## config.mk

```make
export PLATFORM = sky130hd
export DESIGN_NAME = pfad_ctrl
export DESIGN_NICKNAME = d
export VERILOG_FILES = /design/src/rtl/pfad_pkg.sv /design/src/rtl/pfad_ctrl.sv
export SDC_FILE = /design/constraint.sdc
export NUM_CORES = 1
export LEC_CHECK = 0
export BUFFER_PORTS_ARGS = -buffer_cell sky130_fd_sc_hd__buf_2
export CORE_MARGIN = 4
export CORE_UTILIZATION = 45
export CTS_BUF_LIST = sky130_fd_sc_hd__clkbuf_16
export CTS_CLUSTER_SIZE = 20
export DETAILED_ROUTE_END_ITERATION = 7
export HOLD_SLACK_MARGIN = 0.15
export PLACE_DENSITY = 0.73
export SLEW_MARGIN = 15
export SYNTH_ARGS = -nofsm -noshare
export SYNTH_HDL_FRONTEND = slang
export SYNTH_SLANG_ARGS = --single-unit
export TNS_END_PERCENT = 1
```

## constraint.sdc

```tcl
create_clock -name clk -period 1.4 [get_ports clk]
set_input_delay 0.14 -clock clk [delete_from_list [all_inputs] [get_ports clk]]
set_output_delay 0.14 -clock clk [all_outputs]
set_load 0.01 [all_outputs]
```

## src/rtl/pfad_pkg.sv

```systemverilog
// Types and constants shared by the per-file activity rate detector.
package pfad_pkg;

    // Input word
    typedef struct packed {
        logic        func;
        logic [31:0] file_id;
        logic [2:0]  op_kind;
        logic [15:0] entropy_in;
        logic [31:0] now_seconds;
    } item_t;

    // Result word
    typedef struct packed {
        logic        suspicious;
        logic        dropped;
        logic [31:0] found_id;
        logic [3:0]  recent_count;
        logic [15:0] found_entropy;
        logic [1:0]  cause;
    } result_t;

    // Item functions
    localparam logic FUNC_RECORD = 1'b0;
    localparam logic FUNC_DETECT = 1'b1;

    // Operation kinds
    localparam logic [2:0] KIND_WRITE  = 3'd2;
    localparam logic [2:0] KIND_DELETE = 3'd3;
    localparam logic [2:0] KIND_RENAME = 3'd4;

    // Cause codes
    localparam logic [1:0] CAUSE_NONE   = 2'd0;
    localparam logic [1:0] CAUSE_RATE   = 2'd1;
    localparam logic [1:0] CAUSE_RATE_H = 2'd2;
    localparam logic [1:0] CAUSE_WR_DEL = 2'd3;

    // Register map
    localparam logic [1:0] REG_RATE_THR = 2'd0;
    localparam logic [1:0] REG_ENT_LIM  = 2'd1;
    localparam logic [1:0] REG_WINDOW   = 2'd2;

    localparam logic [5:0]  RATE_DEFAULT  = 6'd50;
    localparam logic [15:0] ENT_LIM_RESET = 16'd3277;
    localparam logic [15:0] WINDOW_RESET  = 16'd60;

    // Result kinds
    typedef enum logic [1:0] {
        RES_ZERO = 2'd0,
        RES_DROP = 2'd1,
        RES_HIT  = 2'd2
    } res_kind_t;

    // Controller to datapath
    typedef struct packed {
        logic      load;
        logic      meta_rd;
        logic      step;
        logic      det_start;
        logic      ring_rd;
        logic      wr_rec;
        logic      wr_new;
        logic      res_load;
        res_kind_t res_kind;
        logic      out_load;
    } cmd_t;

    // Datapath to controller
    typedef struct packed {
        logic match;
        logic last_entry;
        logic empty;
        logic tbl_full;
        logic ring_last;
        logic hit;
    } stat_t;

endpackage

```

## src/rtl/pfad_ctrl.sv

```systemverilog
// Controller: sequences lookup, record writes and the detection scan.
module pfad_ctrl (
    input  logic            clk,
    input  logic            rst_n,
    input  logic            item_valid,
    input  logic            item_func,
    input  logic            result_ready,
    input  pfad_pkg::stat_t stat,
    output logic            item_ready,
    output logic            result_valid,
    output pfad_pkg::cmd_t  cmd
);
    typedef enum logic [9:0] {
        S_IDLE   = 10'b0000000001,
        S_LK_RD  = 10'b0000000010,
        S_LK_CMP = 10'b0000000100,
        S_WR_HIT = 10'b0000001000,
        S_WR_NEW = 10'b0000010000,
        S_D_META = 10'b0000100000,
        S_D_RING = 10'b0001000000,
        S_D_LAST = 10'b0010000000,
        S_D_EVAL = 10'b0100000000,
        S_FIN    = 10'b1000000000
    } state_t;

    state_t state_reg, state_next;
    logic   valid_reg, valid_next;

    // Next state and commands
    always_comb
    begin
        state_next = state_reg;
        cmd        = '0;
        cmd.res_kind = pfad_pkg::RES_ZERO;
        case (state_reg)
            S_IDLE:
            begin
                if (item_valid)
                begin
                    cmd.load = 1'b1;
                    if (item_func == pfad_pkg::FUNC_RECORD)
                    begin
                        state_next = stat.empty ? S_WR_NEW : S_LK_RD;
                    end
                    else if (stat.empty)
                    begin
                        cmd.res_load = 1'b1;
                        state_next   = S_FIN;
                    end
                    else
                    begin
                        state_next = S_D_META;
                    end
                end
            end
            S_LK_RD:
            begin
                cmd.meta_rd = 1'b1;
                state_next  = S_LK_CMP;
            end
            S_LK_CMP:
            begin
                if (stat.match)
                begin
                    state_next = S_WR_HIT;
                end
                else if (!stat.last_entry)
                begin
                    cmd.step   = 1'b1;
                    state_next = S_LK_RD;
                end
                else if (stat.tbl_full)
                begin
                    cmd.res_load = 1'b1;
                    cmd.res_kind = pfad_pkg::RES_DROP;
                    state_next   = S_FIN;
                end
                else
                begin
                    cmd.step   = 1'b1;
                    state_next = S_WR_NEW;
                end
            end
            S_WR_HIT:
            begin
                cmd.wr_rec   = 1'b1;
                cmd.res_load = 1'b1;
                state_next   = S_FIN;
            end
            S_WR_NEW:
            begin
                cmd.wr_rec   = 1'b1;
                cmd.wr_new   = 1'b1;
                cmd.res_load = 1'b1;
                state_next   = S_FIN;
            end
            S_D_META:
            begin
                cmd.meta_rd   = 1'b1;
                cmd.det_start = 1'b1;
                state_next    = S_D_RING;
            end
            S_D_RING:
            begin
                cmd.ring_rd = 1'b1;
                if (stat.ring_last)
                begin
                    state_next = S_D_LAST;
                end
            end
            S_D_LAST:
            begin
                state_next = S_D_EVAL;
            end
            S_D_EVAL:
            begin
                if (stat.hit)
                begin
                    cmd.res_load = 1'b1;
                    cmd.res_kind = pfad_pkg::RES_HIT;
                    state_next   = S_FIN;
                end
                else if (stat.last_entry)
                begin
                    cmd.res_load = 1'b1;
                    state_next   = S_FIN;
                end
                else
                begin
                    cmd.step   = 1'b1;
                    state_next = S_D_META;
                end
            end
            S_FIN:
            begin
                if (!valid_reg || result_ready)
                begin
                    cmd.out_load = 1'b1;
                    state_next   = S_IDLE;
                end
            end
            default:
            begin
                state_next = S_IDLE;
            end
        endcase
    end

    // Output word valid
    always_comb
    begin
        valid_next = valid_reg;
        if (cmd.out_load)
        begin
            valid_next = 1'b1;
        end
        else if (result_ready)
        begin
            valid_next = 1'b0;
        end
    end

    always_ff @(posedge clk or negedge rst_n)
    begin
        if (!rst_n)
        begin
            state_reg <= S_IDLE;
            valid_reg <= 1'b0;
        end
        else
        begin
            state_reg <= state_next;
            valid_reg <= valid_next;
        end
    end

    assign item_ready   = (state_reg == S_IDLE);
    assign result_valid = valid_reg;

`ifndef ASSERT_OFF
    a_out_free: assert property (@(posedge clk) disable iff (!rst_n)
        cmd.out_load |-> (!valid_reg || result_ready))
        else $error("result overwritten before taken");
`endif
endmodule

```

Word level (Yosys, flattened, before mapping)
Cells that the tools add are included.
{"block": "totals", "regBits": 11, "input_bits": 11, "output_inout_bits": 13}
{"block": "classes", "eq_ne": 13, "mux": 40, "reduce_logical": 6}
{"operator": "$mux W10", "count": 10}
{"operator": "$pmux W10 S9", "count": 1}
{"operator": "$mux W1", "count": 21}
{"operator": "$eq A10 B1 Y1 const B", "count": 1}
{"operator": "$eq A10 B10 Y1 const B", "count": 1}
{"operator": "$eq A10 B2 Y1 const B", "count": 1}
{"operator": "$eq A10 B3 Y1 const B", "count": 1}
{"operator": "$eq A10 B4 Y1 const B", "count": 1}
{"operator": "$eq A10 B5 Y1 const B", "count": 1}
{"operator": "$eq A10 B6 Y1 const B", "count": 1}
{"operator": "$eq A10 B7 Y1 const B", "count": 1}
{"operator": "$eq A10 B8 Y1 const B", "count": 1}
{"operator": "$eq A10 B9 Y1 const B", "count": 1}
{"operator": "$mux W3", "count": 3}
{"operator": "$ne A2 B2 Y1 const B", "count": 3}
{"operator": "$mux W5", "count": 1}
{"operator": "$pmux W1 S4", "count": 1}
{"operator": "$pmux W2 S2", "count": 1}
{"operator": "$reduce_or A2 Y1", "count": 2}
{"operator": "$reduce_and A3 Y1", "count": 1}
{"operator": "$mux W2", "count": 1}
{"operator": "$pmux W1 S2", "count": 1}
{"operator": "$reduce_bool A2 Y1", "count": 1}
{"operator": "$logic_not A1 Y1", "count": 1}
{"operator": "$logic_or A1 B1 Y1", "count": 1}

Longest topological paths before layout
Gate-level depths: netlist of the first run.
{"block": "depth", "word_depth": 5, "mapped_depth": 6, "mapped_depth_nobuf": 5}

Worst setup path before layout of the first run
OpenSTA, ideal clock, no wires.
{"block": "synth_path", "path_type": "register to output", "from": "register state_reg[4]", "to": "output port cmd[8] (netlist name)", "t_arrival_ps": 1435, "setup_slack_ps": -175, "stages_incl_launch_ff": 6, "n_path_buf": 1, "path_cell_list": "dfrtp_1 buf_6 nor4_4 nand4_1 o21a_1 a21oi_1"}
{"element": "start: declaration", "line_no": "pfad_ctrl.sv:26", "text": "state_t state_reg, state_next;"}
{"element": "start signal: assignment", "line_no": "pfad_ctrl.sv:172", "text": "state_reg <= state_next;"}
{"element": "end: declaration", "line_no": "pfad_ctrl.sv:11", "text": "output pfad_pkg::cmd_t cmd"}

==> flow_summary.toml, run 1 <==
[detailed_routing]
num_vias = 944
final_antenna_net_count = 0
drc = 0
routedWlPerCell_um = 17.2
routed_via_density = 5.52
total_routed_wirelength_mm = 2.95
dr.pass1.iters = 4
dr.first_iter.drc_count = 12

[power_and_ir_drop]
power.leakage_nw = 0.665
power_density_nw_per_um2 = 1840
max-vdd-ir-drop_mv = 1.50

[timing]
maxClockFrequency_ghz = 0.541
final.min_clock_period_ps = 1850
timing.final.ws_setup_ps = -449
final_setup_violation_count = 20
timing.max_slew.rel_slack_pct = 74.9
finalHoldViolations = 0
maxSlewViolCount = 0
clock-skew-final_ps = 5.33
finalCritPeriodShare_pct = 132
rsz_0062_raised_after_global_routing = "true"
timing_worst_slew_pin_value_ps = 376
worst_hold_slack_ps = 192
fin_setup_tns_ps = -5520

[critical_path]
worst_setup_path_start_kind = "register"
cp.arrival_ps = 1710
critPathTopFamily = "flip-flops"
path_buf_inv = 2
crit_path_max_incr_delay_ps = 620
crit_path_top_delay_cell = "sky130_fd_sc_hd__dfstp_2"
r2r_cells = 5
critPathCaptureType = "primary output"
timing.setup.critical_path_class = "reg2out"
cp_cell_sequence = "buf_4, nand4_1, o22ai_2, or2b_1, buf_2"
timing.rr.start = "state_reg[5]$_DFFE_PN0P_"
crit_fanout = 4
r2r_setup_slack_ps = -300
critical_path.reg2reg.endpoint = "state_reg[4]$_DFFE_PN0P_"
critPathRequiredTime_ps = 1260

[hold_path]
worstHoldPathCells = 2
hold_class = "in2reg"
worst_hold_startpoint = "stat[5]"
worst_hold_path.endpoint = "state_reg[3]$_DFFE_PN0P_"

[die]
floorplan.core_area_um2 = 1750
floorplan.initialDensity_pct = 48.0
fp-row-count = 15
die_width_um = 51.1
die_area_um2 = 2610
io-pin-count = 24
die_height_um = 51.1

[logic_synthesis]
post_synthesis_sequential_area_ratio_pct = 33.0
synth_flop_cell = "sky130_fd_sc_hd__dfrtp_1"
yosys.cell_types.count = 42
mappedNetlistArea_um2 = 837
post_synth_inst_count = 91
ys_async_sr_fraction_pct = 100
synth-warning-count = 0
synth_enable_flop_cells = 0
synth.ff_latch_count = 11
post_synth.cell_area_avg_um2 = 9.20
syn_nets = 102

[global_route]
antenna_found_initial = 0
grt_pass1_wl_mm = 4.64
vias_in_the_first_global_route = 1011
aggregate_global_route_resource_usage_pct = 24.1
maximum_number_of_pins_on_one_net_before_global_route_repair = 12
grt-ovfl-total = 0

[cts]
cts_buffer_count = 3
clock_latency_at_the_later_pin_of_the_worst_skew_pair_ps = 240
ctsHtreeMaxLevel = 1
tritoncts_clock_tree = "yes"
clock-root-buffer = "sky130_fd_sc_hd__clkbuf_16"
cts_buffer_depth = 2
cts_num_sinks = 11
clk_pin_slew_worst_paths_ps = 50

[placement]
dpl.cell_count = 162
gp_routability_congestion = 0.802
buffers_added_on_ports = 23
dpl_ws_ps = -253
place.detailed.hpwl_mm = 1.78
detailed_place.area_um2 = 1170

[final_layout]
largest_reg_flops = 10
layoutNonFillerInstCount = 171
final_area_um2 = 1410
area_growth_from_synthesis_to_layout_pct = 68.6
mostFrequentLayoutCells = "28 x sky130_fd_sc_hd__buf_4, 21 x sky130_fd_sc_hd__buf_2, 8 x sky130_fd_sc_hd__nor2_1"
drive_above_1_share_pct = 61.0
antenna_diode_count = 0
mostFrequentLayoutCell = "sky130_fd_sc_hd__buf_4"
finalNetCount = 158

[status]
run_status = "finished with violations"
failed_checks = "setup timing"

[job]
cap_violations = 0
logic make-up after synthesis:
family	Yosys count	synth area share, %
AO/OA/AOI/OAI	14	11.4
buffers and inverters	8	5.53
AND/OR/NAND/NOR	54	45.9
XOR/XNOR	4	4.19
flip-flops	11	33.0
layer usage:
layer,global-route usage (%),part of all wire [%]
met4,10.8,2.1
met2,45.5,53
met5,0,0
met1,25.4,40
met3,4.66,5.1
cells in the mapped netlist (2+ instances only):
library cell,count,area (um2)
sky130_fd_sc_hd__dfrtp_1,10,250
sky130_fd_sc_hd__nor2_1,10,37.5
sky130_fd_sc_hd__nand2_1,7,26.3
sky130_fd_sc_hd__inv_1,4,15.0
sky130_fd_sc_hd__a21oi_1,3,15.0
sky130_fd_sc_hd__nand3b_1,3,22.5
sky130_fd_sc_hd__nand4_1,3,18.8
sky130_fd_sc_hd__nor4b_1,3,26.3
sky130_fd_sc_hd__and2_1,2,12.5
sky130_fd_sc_hd__and3_1,2,12.5
sky130_fd_sc_hd__buf_4,2,15.0
sky130_fd_sc_hd__nand2b_1,2,12.5
sky130_fd_sc_hd__nand3_1,2,10.0
sky130_fd_sc_hd__nor3_1,2,10.0
sky130_fd_sc_hd__nor3_2,2,20.0
sky130_fd_sc_hd__nor3b_1,2,15.0
sky130_fd_sc_hd__nor4_4,2,42.5
sky130_fd_sc_hd__o21ai_0,2,10.0
sky130_fd_sc_hd__o22ai_1,2,12.5
sky130_fd_sc_hd__or2b_1,2,15.0
sky130_fd_sc_hd__xnor2_1,2,17.5
sky130_fd_sc_hd__xor2_1,2,17.5
repair_timing:
action | in CTS | in global routing
pin swaps | 10 | 4
hold buffers | 2 | 0
setup endpoints to repair | 21 | 22
hold endpoints to repair | 13 | 0
resized for setup | 25 | 8
setup buffers | 3 | 0
worst max-delay path by stage:
stage	from	endpoint	slack, ps	cells past startpoint
final	state_reg[0]$_DFFE_PN1P_	cmd[3]	-450	5
after global routing	state_reg[5]$_DFFE_PN0P_	cmd[8]	-530	5
after CTS	state_reg[4]$_DFFE_PN0P_	cmd[8]	-420	6
after detailed placement	state_reg[5]$_DFFE_PN0P_	state_reg[4]$_DFFE_PN0P_	-250	6
after global placement	state_reg[4]$_DFFE_PN0P_	state_reg[4]$_DFFE_PN0P_	-220	6
after floorplan	state_reg[2]$_DFFE_PN0P_	cmd[8]	-110	5
metrics by stage:
step	total power, mW	utilization, %
global placement	1.63	66.9
detailed placement	1.66	66.9
floorplan	1.10	-
CTS	2.47	79.0
finish	2.59	80.9
global route	2.72	80.9
cell type report:
type                            count  area (um2)
Clock buffer                        3        75.1
Clock inverter                      1        3.75
Fill cell                         128         334
Inverter                            4        20.0
Multi-Input combinational cell     72         617
Sequential cell                    11         284
Tap cell                           25        31.3
Timing Repair Buffer               55         380
where the power goes:
group / internal (mW) / leakage, nW / switching, mW / total (mW)
Sequential: 0.402 / 0.139 / 0.145 / 0.547
Clock: 0.377 / 0.0423 / 0.157 / 0.533
Combinational: 0.794 / 0.484 / 0.715 / 1.51
Note: power is estimated with default switching activity, not from simulation.
==> inputs of run 2 (changes only) <==
--- a/config.mk
+++ b/config.mk
@@ -7,12 +7,12 @@
 export LEC_CHECK = 0
 export BUFFER_PORTS_ARGS = -buffer_cell sky130_fd_sc_hd__buf_2
 export CORE_MARGIN = 4
-export CORE_UTILIZATION = 45
+export CORE_UTILIZATION = 50
 export CTS_BUF_LIST = sky130_fd_sc_hd__clkbuf_16
 export CTS_CLUSTER_SIZE = 20
 export DETAILED_ROUTE_END_ITERATION = 7
 export HOLD_SLACK_MARGIN = 0.15
-export PLACE_DENSITY = 0.73
+export PLACE_DENSITY = 0.77
 export SLEW_MARGIN = 15
 export SYNTH_ARGS = -nofsm -noshare
 export SYNTH_HDL_FRONTEND = slang
==> constraint.sdc (replaced) <==
create_clock -name clk -period 1.9 [get_ports clk]
set_input_delay 0.19 -clock clk [delete_from_list [all_inputs] [get_ports clk]]
set_output_delay 0.19 -clock clk [all_outputs]
set_load 0.01 [all_outputs]
==> run 2 against run 1 <==
Compared with the run above:
- clock power is 27% lower
- sequential cell count stayed put
- sequential power is 23% lower
- largest cell class unchanged
- setup slack better by 440 ps
- register-to-register slack better by 480 ps
- total power is 44% lower
- the flow still finishes with violations (setup timing)
- via count is 16% lower
- worst hold slack worse by 35 ps
==> flow_summary.toml, run 2 (synthesized netlist as in run 1, its figures left out) <==
[detailed_routing]
num_vias = 793
dr.first_iter.drc_count = 25
total_routed_wirelength_mm = 2.08
routedWlPerCell_um = 15.3
dr.pass1.iters = 4
drc = 0
routed_via_density = 5.83
final_antenna_net_count = 0

[die]
die_width_um = 48.9
die_area_um2 = 2390
fp-row-count = 14
floorplan.core_area_um2 = 1540
io-pin-count = 24
die_height_um = 48.9
floorplan.initialDensity_pct = 54.3

[global_route]
grt.busiest_layer = "met2"
grt-ovfl-total = 0
antenna_found_initial = 0
maximum_number_of_pins_on_one_net_before_global_route_repair = 12
aggregate_global_route_resource_usage_pct = 18.6
grt_pass1_wl_mm = 3.40
met3_demand_to_capacity_share_in_global_routing_pct = 3.98
grt_util_met1_pct = 21.7
global_route.usage.met2_pct = 30.2
vias_in_the_first_global_route = 735

[cts]
ctsHtreeMaxLevel = 1
clock_latency_at_the_later_pin_of_the_worst_skew_pair_ps = 240
tritoncts_clock_tree = "yes"
clock-root-buffer = "sky130_fd_sc_hd__clkbuf_16"
cts_num_sinks = 11
cts_buffer_count = 3
cts_buffer_depth = 2
clk_pin_slew_worst_paths_ps = 40

[final_layout]
finalNetCount = 132
area_growth_from_synthesis_to_layout_pct = 30.3
mostFrequentLayoutCell = "sky130_fd_sc_hd__buf_2"
drive_above_1_share_pct = 41.7
mostFrequentLayoutCells = "23 x sky130_fd_sc_hd__buf_2, 10 x sky130_fd_sc_hd__nor2_1, 7 x sky130_fd_sc_hd__nand2_1, 7 x sky130_fd_sc_hd__dfrtp_2"
antenna_diode_count = 0
largest_reg_flops = 10

[placement]
place.detailed.hpwl_mm = 1.54
gp_routability_congestion = 0.773
buffers_added_on_ports = 23

[power_and_ir_drop]
power.leakage_nw = 0.526
p_int_uw = 881
power_density_nw_per_um2 = 1320
combinationalPowerShare_pct = 43.6
power_switching_share_pct = 38.7
max-vdd-ir-drop_mv = 0.764
finalPower_mw = 1.44
power.share.sequential_pct = 29.4
p_sw_uw = 557
part_of_the_total_power_dissipated_in_the_clock_network_pct = 27.0

[critical_path]
cp.arrival_ps = 1720
worst_setup_path_start_kind = "register"
critPathRequiredTime_ps = 1710
crit_fanout = 6
critPathCaptureType = "primary output"
timing.setup.critical_path_class = "reg2out"

[timing]
final_setup_violation_count = 2
worst_hold_slack_ps = 156
timing_worst_slew_pin_value_ps = 330
rsz_0062_raised_after_global_routing = "true"
maxSlewViolCount = 0
finalHoldViolations = 0
clock-skew-final_ps = 2.88
timing.max_slew.rel_slack_pct = 77.8
timing.final.ws_setup_ps = -6.14
final.min_clock_period_ps = 1910
maxClockFrequency_ghz = 0.525
finalCritPeriodShare_pct = 100

[job]
cap_violations = 0

[status]
failed_checks = "setup timing"
run_status = "finished with violations"

[hold_path]
hold_class = "in2reg"
[run 2: cell types whose count changed in the layout (fill, tap and decap cells not counted), sizes merged]
cell,previous run,this run
dlygate4sd3,2,1
buf,53,28
[run 2: worst paths after layout]
| path | from | end | slack (ps) | cells past startpoint |
|---|---|---|---|---|
| setup / recovery | state_reg[5]$_DFFE_PN0P_ | cmd[3] | -6 | 6 |
| hold reg to reg | state_reg[8]$_DFFE_PN0P_ | state_reg[8]$_DFFE_PN0P_ | 520 | 1 |
| max in group asynchronous | rst_n | state_reg[0]$_DFFE_PN1P_ | 1270 | 2 |
| hold / removal | stat[1] | state_reg[6]$_DFFE_PN0P_ | 160 | 2 |
| setup reg to reg | state_reg[9]$_DFFE_PN0P_ | state_reg[4]$_DFFE_PN0P_ | 180 | 5 |
| min in group asynchronous | rst_n | state_reg[8]$_DFFE_PN0P_ | 350 | 2 |
[run 2: area by class of cell]
| type | instances | area [um2] |
|---|---|---|
| multi-input cells | 72 | 529 |
| well taps | 16 | 20.0 |
| repair buffers | 29 | 163 |
| fillers | 130 | 450 |
| clock inverters | 1 | 3.75 |
| inverters | 4 | 15.0 |
| clock buffers | 3 | 75.1 |
| flip-flops and latches | 11 | 285 |
[run 2: metrics by stage]
stage               setup slack [ps]  std cells  utilization, %  cell area [um2]  setup TNS [ps]
CTS                            -6.58        136            70.3             1080           -10.4
global route                    -150        136            70.8             1090            -488
detailed placement               147        130            63.0              971               0
floorplan                        275         91               -              837               0
global placement                 170        130            63.0              971               0
finish                         -6.14        136            70.8             1090           -11.0
[run 2: critical path: stages (launching register included)]
cell and delay (ps):
sky130_fd_sc_hd__dfrtp_2 480, sky130_fd_sc_hd__nor3_4 270, sky130_fd_sc_hd__buf_4 170, sky130_fd_sc_hd__nand4_1 110, sky130_fd_sc_hd__o22ai_1 210, sky130_fd_sc_hd__or2b_1 130
sky130_fd_sc_hd__buf_2 120
[run 2: metal layers]
metal | up-vias | wire (um)
met5 | - | 0
met4 | 0 | 59
met3 | 5 | 119
met2 | 26 | 982
met1 | 369 | 922
li1 | 393 | -
[run 2: timing repair]
action / in CTS / in global routing
hold buffers: 1 / 0
endpoints found under the setup margin: 5 / 7
pin swaps: 4 / 1
gates resized for setup: 8 / 2
endpoints found under the hold margin: 11 / 0
setup buffers: 1 / 0
[run 2: power groups by stage]
stage	combinational [mW]	clock [mW]	sequential [mW]
floorplan	0.417	0	0.365
global placement	0.597	0	0.397
detailed placement	0.604	0	0.403
CTS	0.626	0.392	0.415
global route	0.695	0.408	0.433
finish	0.627	0.388	0.423
